## config.mk

```make
export PLATFORM = sky130hd
export DESIGN_NAME = hsv_range_color_mask_top
export DESIGN_NICKNAME = d
export VERILOG_FILES = /design/src/sv/hsvcm_pkg.sv /design/src/sv/hsvcm_divider.sv /design/src/sv/hsv_range_color_mask_top.sv
export SDC_FILE = /design/constraint.sdc
export NUM_CORES = 2
export LEC_CHECK = 0
export BUFFER_PORTS_ARGS = -buffer_cell sky130_fd_sc_hd__buf_2
export CAP_MARGIN = 20
export CORE_ASPECT_RATIO = 1.5
export CORE_MARGIN = 2
export CORE_UTILIZATION = 45
export DETAILED_ROUTE_END_ITERATION = 8
export SYNTH_ARGS = -nofsm -noshare
export SYNTH_HDL_FRONTEND = slang
export SYNTH_SLANG_ARGS = --single-unit
```

## constraint.sdc

```tcl
create_clock -name clock -period 14.8 [get_ports clock]
set_clock_uncertainty 0.15 [all_clocks]
set_input_delay 2.96 -clock clock [delete_from_list [all_inputs] [get_ports clock]]
set_output_delay 2.96 -clock clock [all_outputs]
set_load 0.01 [all_outputs]
```

## src/sv/hsvcm_pkg.sv

```systemverilog
package hsvcm_pkg;

   // Fixed-point scale of the hue and saturation quantities.
   localparam int HUE_SIXTH = 3840;
   localparam int HUE_FULL  = 23040;
   localparam int SAT_ONE   = 4096;

   // Field and datapath widths.
   localparam int PIX_W  = 8;
   localparam int HUE_W  = 15;
   localparam int SAT_W  = 13;
   localparam int QUO_W  = 13;
   localparam int NUM_W  = 21;
   localparam int ADDR_W = 5;
   localparam int DATA_W = 32;

   // One quotient bit is resolved per divider stage.
   localparam int DIV_STEPS = QUO_W;

   // Clock edges from the accepting edge to the edge that takes the result.
   localparam int RSP_LATENCY = DIV_STEPS + 4;

   // Register indexes of the configuration port.
   typedef enum logic [2:0] {
      REG_HUE_LOW,
      REG_HUE_HIGH,
      REG_SAT_LOW,
      REG_SAT_HIGH,
      REG_VAL_LOW,
      REG_VAL_HIGH
   } reg_index_type;

   // Working set of one restoring division step.
   typedef struct packed {
      logic [NUM_W-1:0] rem;
      logic [QUO_W-1:0] quo;
      logic [PIX_W-1:0] den;
   } div_type;

endpackage

```

## src/sv/hsvcm_divider.sv

```systemverilog
module hsvcm_divider (
   input  logic                        clock,
   input  hsvcm_pkg::div_type          div_in,
   output logic [hsvcm_pkg::QUO_W-1:0] quo_out,
   output logic                        rem_nz_out
);

   hsvcm_pkg::div_type stage_ff [hsvcm_pkg::DIV_STEPS];

   // Each stage tries the divisor at one bit weight, highest weight first.
   for (genvar j = 0; j < hsvcm_pkg::DIV_STEPS; j++) begin : g_step
      hsvcm_pkg::div_type              src;
      hsvcm_pkg::div_type              stage_in;
      logic [hsvcm_pkg::NUM_W-1:0]     den_shift;
      logic                            fits;

      if (j == 0) begin : g_first
         assign src = div_in;
      end else begin : g_next
         assign src = stage_ff[j-1];
      end

      always_comb begin
         den_shift = hsvcm_pkg::NUM_W'(src.den) << (hsvcm_pkg::DIV_STEPS - 1 - j);
         fits      = (src.rem >= den_shift);
         stage_in  = src;
         if (fits) begin
            stage_in.rem = src.rem - den_shift;
         end
         stage_in.quo[hsvcm_pkg::DIV_STEPS-1-j] = fits;
      end

      always_ff @(posedge clock) begin
         stage_ff[j] <= stage_in;
      end
   end

   // The last stage holds the quotient and the final remainder.
   assign quo_out    = stage_ff[hsvcm_pkg::DIV_STEPS-1].quo;
   assign rem_nz_out = |stage_ff[hsvcm_pkg::DIV_STEPS-1].rem;

endmodule

```

## src/sv/hsv_range_color_mask_top.sv

```systemverilog
// HSV window color mask.
//
// Requests are RGB pixels on req_red_in, req_green_in and req_blue_in. A request
// is taken at each rising edge where start is high and busy is low; busy stays
// low, so a new pixel may be offered in every cycle. Each pixel is converted to
// hue, saturation and value, tested against the six window registers, and sent
// on the rsp_ ports: unchanged when it passes, black when it does not, with
// rsp_in_range telling which. rsp_strobe marks each result for one cycle, and
// the receiver must take it then; it cannot stall the block.
// Throughput is one pixel per clock. The path runs through an input register, a
// sector stage, the two 13-stage restoring dividers (hue and saturation), one
// quotient bit per stage, a hue assembly stage, and the window compare that
// feeds the output register.
// Window registers sit on the APB-style port at byte addresses 0 to 20, four
// apart: hue low, hue high, saturation low, saturation high, value low, value
// high. Reset is synchronous; it empties the pipeline and loads the full-open
// window. Registers should be written only while no pixel is in flight.
module hsv_range_color_mask_top (
   input  logic                         clock,
   input  logic                         reset,
   // Pixel requests
   input  logic                         start,
   output logic                         busy,
   input  logic [hsvcm_pkg::PIX_W-1:0]  req_red_in,
   input  logic [hsvcm_pkg::PIX_W-1:0]  req_green_in,
   input  logic [hsvcm_pkg::PIX_W-1:0]  req_blue_in,
   // Results
   output logic                         rsp_strobe,
   output logic [hsvcm_pkg::PIX_W-1:0]  rsp_red_out,
   output logic [hsvcm_pkg::PIX_W-1:0]  rsp_green_out,
   output logic [hsvcm_pkg::PIX_W-1:0]  rsp_blue_out,
   output logic                         rsp_in_range,
   // Configuration port
   input  logic                         psel,
   input  logic                         penable,
   input  logic                         pwrite,
   input  logic [hsvcm_pkg::ADDR_W-1:0] paddr,
   input  logic [hsvcm_pkg::DATA_W-1:0] pwdata,
   output logic [hsvcm_pkg::DATA_W-1:0] prdata,
   output logic                         pready
);

   localparam int PW = hsvcm_pkg::PIX_W;
   localparam int HW = hsvcm_pkg::HUE_W;
   localparam int SW = hsvcm_pkg::SAT_W;
   localparam int NW = hsvcm_pkg::NUM_W;
   localparam int DS = hsvcm_pkg::DIV_STEPS;

   // Pixel data that travels beside the dividers.
   typedef struct packed {
      logic [PW-1:0] red;
      logic [PW-1:0] green;
      logic [PW-1:0] blue;
      logic [PW-1:0] value;
      logic [HW-1:0] base;
      logic          neg;
      logic          grey;
      logic          black;
   } side_type;

   // ------------------------------------------------------------------
   // Configuration registers
   // ------------------------------------------------------------------
   logic [HW-1:0] hue_low_ff, hue_high_ff;
   logic [SW-1:0] sat_low_ff, sat_high_ff;
   logic [PW-1:0] val_low_ff, val_high_ff;
   logic          csr_write;
   hsvcm_pkg::reg_index_type csr_index;

   assign pready    = 1'b1;
   assign csr_write = psel && penable && pwrite && pready;
   assign csr_index = hsvcm_pkg::reg_index_type'(paddr[4:2]);

   // Register writes; an index past the list is ignored.
   always_ff @(posedge clock) begin
      if (reset) begin
         hue_low_ff  <= '0;
         hue_high_ff <= HW'(hsvcm_pkg::HUE_FULL);
         sat_low_ff  <= '0;
         sat_high_ff <= SW'(hsvcm_pkg::SAT_ONE);
         val_low_ff  <= '0;
         val_high_ff <= '1;
      end else if (csr_write) begin
         unique case (csr_index)
            hsvcm_pkg::REG_HUE_LOW:  hue_low_ff  <= pwdata[HW-1:0];
            hsvcm_pkg::REG_HUE_HIGH: hue_high_ff <= pwdata[HW-1:0];
            hsvcm_pkg::REG_SAT_LOW:  sat_low_ff  <= pwdata[SW-1:0];
            hsvcm_pkg::REG_SAT_HIGH: sat_high_ff <= pwdata[SW-1:0];
            hsvcm_pkg::REG_VAL_LOW:  val_low_ff  <= pwdata[PW-1:0];
            hsvcm_pkg::REG_VAL_HIGH: val_high_ff <= pwdata[PW-1:0];
            default: ;
         endcase
      end
   end

   // Register reads.
   always_comb begin
      unique case (csr_index)
         hsvcm_pkg::REG_HUE_LOW:  prdata = hsvcm_pkg::DATA_W'(hue_low_ff);
         hsvcm_pkg::REG_HUE_HIGH: prdata = hsvcm_pkg::DATA_W'(hue_high_ff);
         hsvcm_pkg::REG_SAT_LOW:  prdata = hsvcm_pkg::DATA_W'(sat_low_ff);
         hsvcm_pkg::REG_SAT_HIGH: prdata = hsvcm_pkg::DATA_W'(sat_high_ff);
         hsvcm_pkg::REG_VAL_LOW:  prdata = hsvcm_pkg::DATA_W'(val_low_ff);
         hsvcm_pkg::REG_VAL_HIGH: prdata = hsvcm_pkg::DATA_W'(val_high_ff);
         default:                 prdata = '0;
      endcase
   end

   // ------------------------------------------------------------------
   // Input register
   // ------------------------------------------------------------------
   logic          accept;
   logic          a_valid_ff;
   logic [PW-1:0] a_red_ff, a_green_ff, a_blue_ff;

   assign busy   = 1'b0;
   assign accept = start && !busy;

   always_ff @(posedge clock) begin
      if (reset) begin
         a_valid_ff <= 1'b0;
      end else begin
         a_valid_ff <= accept;
      end
   end

   always_ff @(posedge clock) begin
      a_red_ff   <= req_red_in;
      a_green_ff <= req_green_in;
      a_blue_ff  <= req_blue_in;
   end

   // ------------------------------------------------------------------
   // Sector stage: max, min, sector, and the two dividends
   // ------------------------------------------------------------------
   logic [PW-1:0] mx, mn, spread, mag;
   logic          b_valid_ff;
   side_type      b_side_ff, b_side_in;
   logic [NW-1:0] b_hue_num_ff, b_hue_num_in;
   logic [NW-1:0] b_sat_num_ff, b_sat_num_in;
   logic [PW-1:0] b_spread_ff;

   always_comb begin
      mx = a_red_ff;
      if (a_green_ff > mx) begin
         mx = a_green_ff;
      end
      if (a_blue_ff > mx) begin
         mx = a_blue_ff;
      end
      mn = a_red_ff;
      if (a_green_ff < mn) begin
         mn = a_green_ff;
      end
      if (a_blue_ff < mn) begin
         mn = a_blue_ff;
      end
      spread = mx - mn;

      b_side_in.red   = a_red_ff;
      b_side_in.green = a_green_ff;
      b_side_in.blue  = a_blue_ff;
      b_side_in.value = mx;
      b_side_in.grey  = (spread == '0);
      b_side_in.black = (mx == '0);

      // Sector priority is red, then green, then blue.
      if (mx == a_red_ff) begin
         b_side_in.neg  = (a_green_ff < a_blue_ff);
         mag            = b_side_in.neg ? (a_blue_ff - a_green_ff)
                                        : (a_green_ff - a_blue_ff);
         b_side_in.base = b_side_in.neg ? HW'(hsvcm_pkg::HUE_FULL) : '0;
      end else if (mx == a_green_ff) begin
         b_side_in.neg  = (a_blue_ff < a_red_ff);
         mag            = b_side_in.neg ? (a_red_ff - a_blue_ff)
                                        : (a_blue_ff - a_red_ff);
         b_side_in.base = HW'(2 * hsvcm_pkg::HUE_SIXTH);
      end else begin
         b_side_in.neg  = (a_red_ff < a_green_ff);
         mag            = b_side_in.neg ? (a_green_ff - a_red_ff)
                                        : (a_red_ff - a_green_ff);
         b_side_in.base = HW'(4 * hsvcm_pkg::HUE_SIXTH);
      end

      b_hue_num_in = NW'(mag) * NW'(hsvcm_pkg::HUE_SIXTH);
      b_sat_num_in = NW'(spread) * NW'(hsvcm_pkg::SAT_ONE);
   end

   always_ff @(posedge clock) begin
      if (reset) begin
         b_valid_ff <= 1'b0;
      end else begin
         b_valid_ff <= a_valid_ff;
      end
   end

   always_ff @(posedge clock) begin
      b_side_ff    <= b_side_in;
      b_hue_num_ff <= b_hue_num_in;
      b_sat_num_ff <= b_sat_num_in;
      b_spread_ff  <= spread;
   end

   // ------------------------------------------------------------------
   // Dividers: hue = 3840*|diff| / spread, saturation = 4096*spread / max
   // ------------------------------------------------------------------
   hsvcm_pkg::div_type               hue_div, sat_div;
   logic [hsvcm_pkg::QUO_W-1:0]      hue_quo, sat_quo;
   logic                             hue_rem_nz, sat_rem_nz;

   assign hue_div = '{rem: b_hue_num_ff, quo: '0, den: b_spread_ff};
   assign sat_div = '{rem: b_sat_num_ff, quo: '0, den: b_side_ff.value};

   hsvcm_divider u_hue_div (
      .clock      (clock),
      .div_in     (hue_div),
      .quo_out    (hue_quo),
      .rem_nz_out (hue_rem_nz)
   );

   hsvcm_divider u_sat_div (
      .clock      (clock),
      .div_in     (sat_div),
      .quo_out    (sat_quo),
      .rem_nz_out (sat_rem_nz)
   );

   // Side line and valid bits kept in step with the divider stages.
   logic     valid_ff [DS];
   side_type side_ff  [DS];

   always_ff @(posedge clock) begin
      if (reset) begin
         for (int k = 0; k < DS; k++) begin
            valid_ff[k] <= 1'b0;
         end
      end else begin
         valid_ff[0] <= b_valid_ff;
         for (int k = 1; k < DS; k++) begin
            valid_ff[k] <= valid_ff[k-1];
         end
      end
   end

   always_ff @(posedge clock) begin
      side_ff[0] <= b_side_ff;
      for (int k = 1; k < DS; k++) begin
         side_ff[k] <= side_ff[k-1];
      end
   end

   // ------------------------------------------------------------------
   // Hue assembly stage
   // ------------------------------------------------------------------
   side_type      last_side;
   logic [HW-1:0] hue_ceil;
   logic          h_valid_ff;
   logic [HW-1:0] h_hue_ff, h_hue_in;
   logic [SW-1:0] h_sat_ff, h_sat_in;
   logic [PW-1:0] h_value_ff, h_red_ff, h_green_ff, h_blue_ff;

   assign last_side = side_ff[DS-1];

   always_comb begin
      // A negative difference floors down, so it takes the rounded-up quotient.
      hue_ceil = HW'(hue_quo) + HW'(hue_rem_nz);
      if (last_side.grey) begin
         h_hue_in = '0;
      end else if (last_side.neg) begin
         h_hue_in = last_side.base - hue_ceil;
      end else begin
         h_hue_in = last_side.base + HW'(hue_quo);
      end
      h_sat_in = last_side.black ? '0 : SW'(sat_quo);
   end

   always_ff @(posedge clock) begin
      if (reset) begin
         h_valid_ff <= 1'b0;
      end else begin
         h_valid_ff <= valid_ff[DS-1];
      end
   end

   always_ff @(posedge clock) begin
      h_hue_ff   <= h_hue_in;
      h_sat_ff   <= h_sat_in;
      h_value_ff <= last_side.value;
      h_red_ff   <= last_side.red;
      h_green_ff <= last_side.green;
      h_blue_ff  <= last_side.blue;
   end

   // ------------------------------------------------------------------
   // Window compare and output register
   // ------------------------------------------------------------------
   logic          pass;
   logic          rsp_strobe_ff;
   logic          rsp_in_range_ff;
   logic [PW-1:0] rsp_red_ff, rsp_green_ff, rsp_blue_ff;

   assign pass = (h_hue_ff   >= hue_low_ff) && (h_hue_ff   <= hue_high_ff) &&
                 (h_sat_ff   >= sat_low_ff) && (h_sat_ff   <= sat_high_ff) &&
                 (h_value_ff >= val_low_ff) && (h_value_ff <= val_high_ff);

   always_ff @(posedge clock) begin
      if (reset) begin
         rsp_strobe_ff <= 1'b0;
      end else begin
         rsp_strobe_ff <= h_valid_ff;
      end
   end

   always_ff @(posedge clock) begin
      rsp_in_range_ff <= pass;
      rsp_red_ff      <= pass ? h_red_ff   : '0;
      rsp_green_ff    <= pass ? h_green_ff : '0;
      rsp_blue_ff     <= pass ? h_blue_ff  : '0;
   end

   assign rsp_strobe    = rsp_strobe_ff;
   assign rsp_in_range  = rsp_in_range_ff;
   assign rsp_red_out   = rsp_red_ff;
   assign rsp_green_out = rsp_green_ff;
   assign rsp_blue_out  = rsp_blue_ff;

   // ------------------------------------------------------------------
   // Assertions
   // ------------------------------------------------------------------

   // Every accepted request yields a result after the fixed latency.
   a_latency: assert property (@(posedge clock) disable iff (reset)
      accept |-> ##(hsvcm_pkg::RSP_LATENCY) rsp_strobe)
      else $error("result missing after accepted request");

   // A result never appears unless a pixel sat in the hue stage in the cycle before.
   a_no_phantom: assert property (@(posedge clock) disable iff (reset)
      rsp_strobe |-> $past(h_valid_ff))
      else $error("result without a pixel in flight");

   // The assembled hue stays below a full turn.
   a_hue_range: assert property (@(posedge clock) disable iff (reset)
      h_valid_ff |-> (h_hue_ff < HW'(hsvcm_pkg::HUE_FULL)))
      else $error("hue out of range");

   // Saturation never exceeds one.
   a_sat_range: assert property (@(posedge clock) disable iff (reset)
      h_valid_ff |-> (h_sat_ff <= SW'(hsvcm_pkg::SAT_ONE)))
      else $error("saturation out of range");

   // A rejected pixel leaves as black.
   a_reject_black: assert property (@(posedge clock) disable iff (reset)
      (rsp_strobe && !rsp_in_range) |->
         (rsp_red_out == '0 && rsp_green_out == '0 && rsp_blue_out == '0))
      else $error("rejected pixel not black");

endmodule
```

==> metrics.csv <==
metric;value;unit
TritonCTS clock tree;done;
Worst setup SP type;register;
setup TNS;0;ns
Syn Area/Cell;10.6;µm²
GRT overflow;0;
ant diodes;0;
max_cap viols;0;
drt first pass iters;5;
register area;28700;µm²
starting density of the core;45.3;%
Worst slew margin;35.5;%
FP Rows;152;
CP Capture Type;register;
unrepaired setup endpoints after global routing;false;
wire per inst;13.9;µm
busiest grt layer;met2;
Root Driver;clkbuf_16;
most frequent cells in the layout;1435 x dfxtp_1, 483 x inv_1, 386 x ha_1, 336 x nand2_1, 315 x nor2_1;
CP max FO;29;
met1 usage;15.0;%
I/O Pins;127;
Detailed Route Iter0 Violations;1224;
Post-DRT Antenna Nets;0;
Setup CP Type;reg -> reg;
clk sinks;1435;
Routed WL;91600;µm
GRT Util Overall;15.8;%
Pleak;25.9;nW
first-pass GRT wire length;151000;µm
final hold violations;0;
Async S/R FF share, synth;0;%
Worst-Skew Late Latency;0.75;ns
largest net degree at the start of global routing;90;
die height;419;µm
slowest cell on the critical path;dfxtp_1;
DRC violations left;0;
Cells after DPL;6351;
Peak VDD IR;0.104;mV
top cell type's share of synthesized area;55.6;%
top post-synthesis cells by area;dfxtp_1 56%, ha_1 9.3%, inv_1 3.5%, xnor2_1 2.7%, nand2_1 2.4%;
Post-DP HPWL;69100;µm
CTS Buf Count;134;
vias in the first global route;32323;
CTS Buffer Depth;3;
Ys Warns;0;
Seq cells post-synth;1435;
post-placement cell area;53600;µm²
Final nets;5520;
largest area contributor in the netlist;dfxtp_1;
min Tclk post-route;8.45;ns
Max Freq;118;MHz
EDFF count, synth;0;
area of the multi-input gates;20700;µm²
Hold/Removal Path Class;reg -> reg;
sequential area share after synthesis;55.6;%
GR met2 Demand/Resource;31.3;%
vias per cell;4.84;
initial antenna violation count;0;
Worst Path Arrival;8.99;ns
Tightest Pin Transition;0.967;ns
commonest non-fill, non-tap cell in the layout;dfxtp_1;
PwrDens;242;nW/µm²
Final period util;57.1;%
Die Footprint;118000;µm²
synthesized instance count;4883;
required time of the critical path;15.34;ns
outcome;complete, no violations;
CP most frequent cell;a21oi_1;
Slowest Stage Delay on Critical Path;0.65;ns
Top FF cell, synth;dfxtp_1;
post-cts hold buffer count;0;
Routability Congestion;0.884;
met3 Use GR;2.91;%
Clock transition at path regs;0.06;ns
synth unique cells;99;
Placeable Area;114000;µm²
fin. max-slew vios;0;
Die Width;281;µm
Tot Pwr;14.1;mW
H-tree levels;4;
synthesized area;51700;µm²
final instance area;58200;µm²
share of layout cells above drive strength 1;7.60;%
Cell Count, Final, Fillers Out;6592;
final setup fails;0;
# port buffers;88;
post-CTS resize count;0;
fillers;10158;
number of setup buffers added after CTS;0;
Via Count;31921;
area delta synth->final;12.7;%
layer usage:
metal | vias up | part of all wire [%]
met4 | 0 | 5.3
li1 | 16537 | -
met5 | - | 0
met1 | 14664 | 37
met3 | 236 | 3.2
met2 | 484 | 55
per-stage QoR:
stage          utilization, %  setup slack [ns]  hold slack [ns]
6_report                 51.0              6.35            0.171
5_1_grt                  51.0              5.77            0.168
4_1_cts                  51.0              6.36            0.166
3_5_place_dp             47.0              6.39            0.162
3_3_place_gp             47.0              6.50            0.160
2_1_floorplan               -              7.36            0.160
worst max-delay path: cells and delay by family, from the launching register on:
| kind | cells | cell delay [ns] |
|---|---|---|
| simple gates | 3 | 0.75 |
| mux | 3 | 0.86 |
| buf+inv | 2 | 0.29 |
| flops | 1 | 0.65 |
| xor+xnor | 1 | 0.13 |
| compound gates | 14 | 3.42 |
| fa+ha+maj | 5 | 2.10 |
cell type report:
type | instances | share of cell area, %
flip-flops and latches | 1435 | 49.3
multi-input cells | 2864 | 35.5
clock buffers | 187 | 6.53
well taps | 1463 | 3.14
inverters | 485 | 3.13
clock inverters | 54 | 1.39
repair buffers | 104 | 0.962
cell usage after synthesis (7+ instances only):
| library cell | count |
|---|---|
| fa_1 | 43 |
| nor4_1 | 56 |
| a211oi_1 | 9 |
| nand4b_1 | 8 |
| or4_1 | 15 |
| nand4_1 | 40 |
| or3_1 | 30 |
| xor2_1 | 137 |
| a21oi_1 | 232 |
| dfxtp_1 | 1435 |
| a21boi_0 | 43 |
| nand3_1 | 44 |
| and3_1 | 16 |
| nor3_1 | 73 |
| xnor2_1 | 159 |
| mux2i_1 | 79 |
| o22ai_1 | 7 |
| nor3b_1 | 27 |
| clkbuf_1 | 73 |
| a21o_1 | 89 |
| nor2_1 | 315 |
| nand2b_1 | 64 |
| ha_1 | 386 |
| or2_2 | 7 |
| nand3b_1 | 12 |
| nor2b_1 | 105 |
| buf_1 | 12 |
| o21ai_0 | 212 |
| o21bai_1 | 18 |
| nand2_1 | 336 |
| inv_1 | 483 |
| o21a_1 | 31 |
| mux2_2 | 19 |
| and2_1 | 30 |
| a211o_1 | 20 |
| buf_4 | 20 |
| o31ai_1 | 44 |
| a22oi_1 | 8 |
| o21ai_1 | 8 |
| o221ai_1 | 12 |
| a31oi_1 | 11 |
registers in the layout (all words and copies together) (netlist names), 12 cells and up:
| signal | flops |
|---|---|
| b_side_ff | 40 |
| b_hue_num_ff | 12 |
| sat_high_ff | 13 |
| valid_ff | 13 |
| h_hue_ff | 15 |
| hue_high_ff | 15 |
| h_sat_ff | 13 |
| sat_low_ff | 13 |
| hue_low_ff | 15 |
| u_sat_div.stage_ff | 369 |
| side_ff | 416 |
| u_hue_div.stage_ff | 392 |
report_power, final:
part	switching [mW]	internal (mW)	leakage [nW]
clock network	1.45	2.01	2.23
registers	0.654	5.06	12.0
logic	2.63	2.30	11.7
total	4.74	9.36	25.9
path summary, 6_finish.rpt:
path / slack, ns / end / startpoint / cells past startpoint
setup reg to reg: 6.35 / b_hue_num_ff[19]$_DFF_P_ / a_red_ff[6]$_DFF_P_ / 28
hold / removal: 0.17 / side_ff[1][45]$_DFF_P_ / side_ff[0][395]$_DFF_P_ / 0
hold reg to reg: 0.17 / side_ff[1][45]$_DFF_P_ / side_ff[0][395]$_DFF_P_ / 0
setup / recovery: 6.35 / b_hue_num_ff[19]$_DFF_P_ / a_red_ff[6]$_DFF_P_ / 28
kinds of logic (layout without fill, tap and decap cells):
logic type | count (synthesis) | count (layout) | share of synthesized area, %
adder cells (fa/ha/maj) | 431 | 431 | 11.1
multiplexers | 109 | 109 | 2.37
other | 2 | 19 | 0.0145
flip-flops | 1435 | 1435 | 55.6
AO/OA/AOI/OAI | 801 | 801 | 9.76
AND/OR/NAND/NOR | 1207 | 1207 | 11.6
XOR/XNOR | 297 | 297 | 5.05
buffers and inverters | 601 | 830 | 4.61
Note: power is estimated with default switching activity, not from simulation.
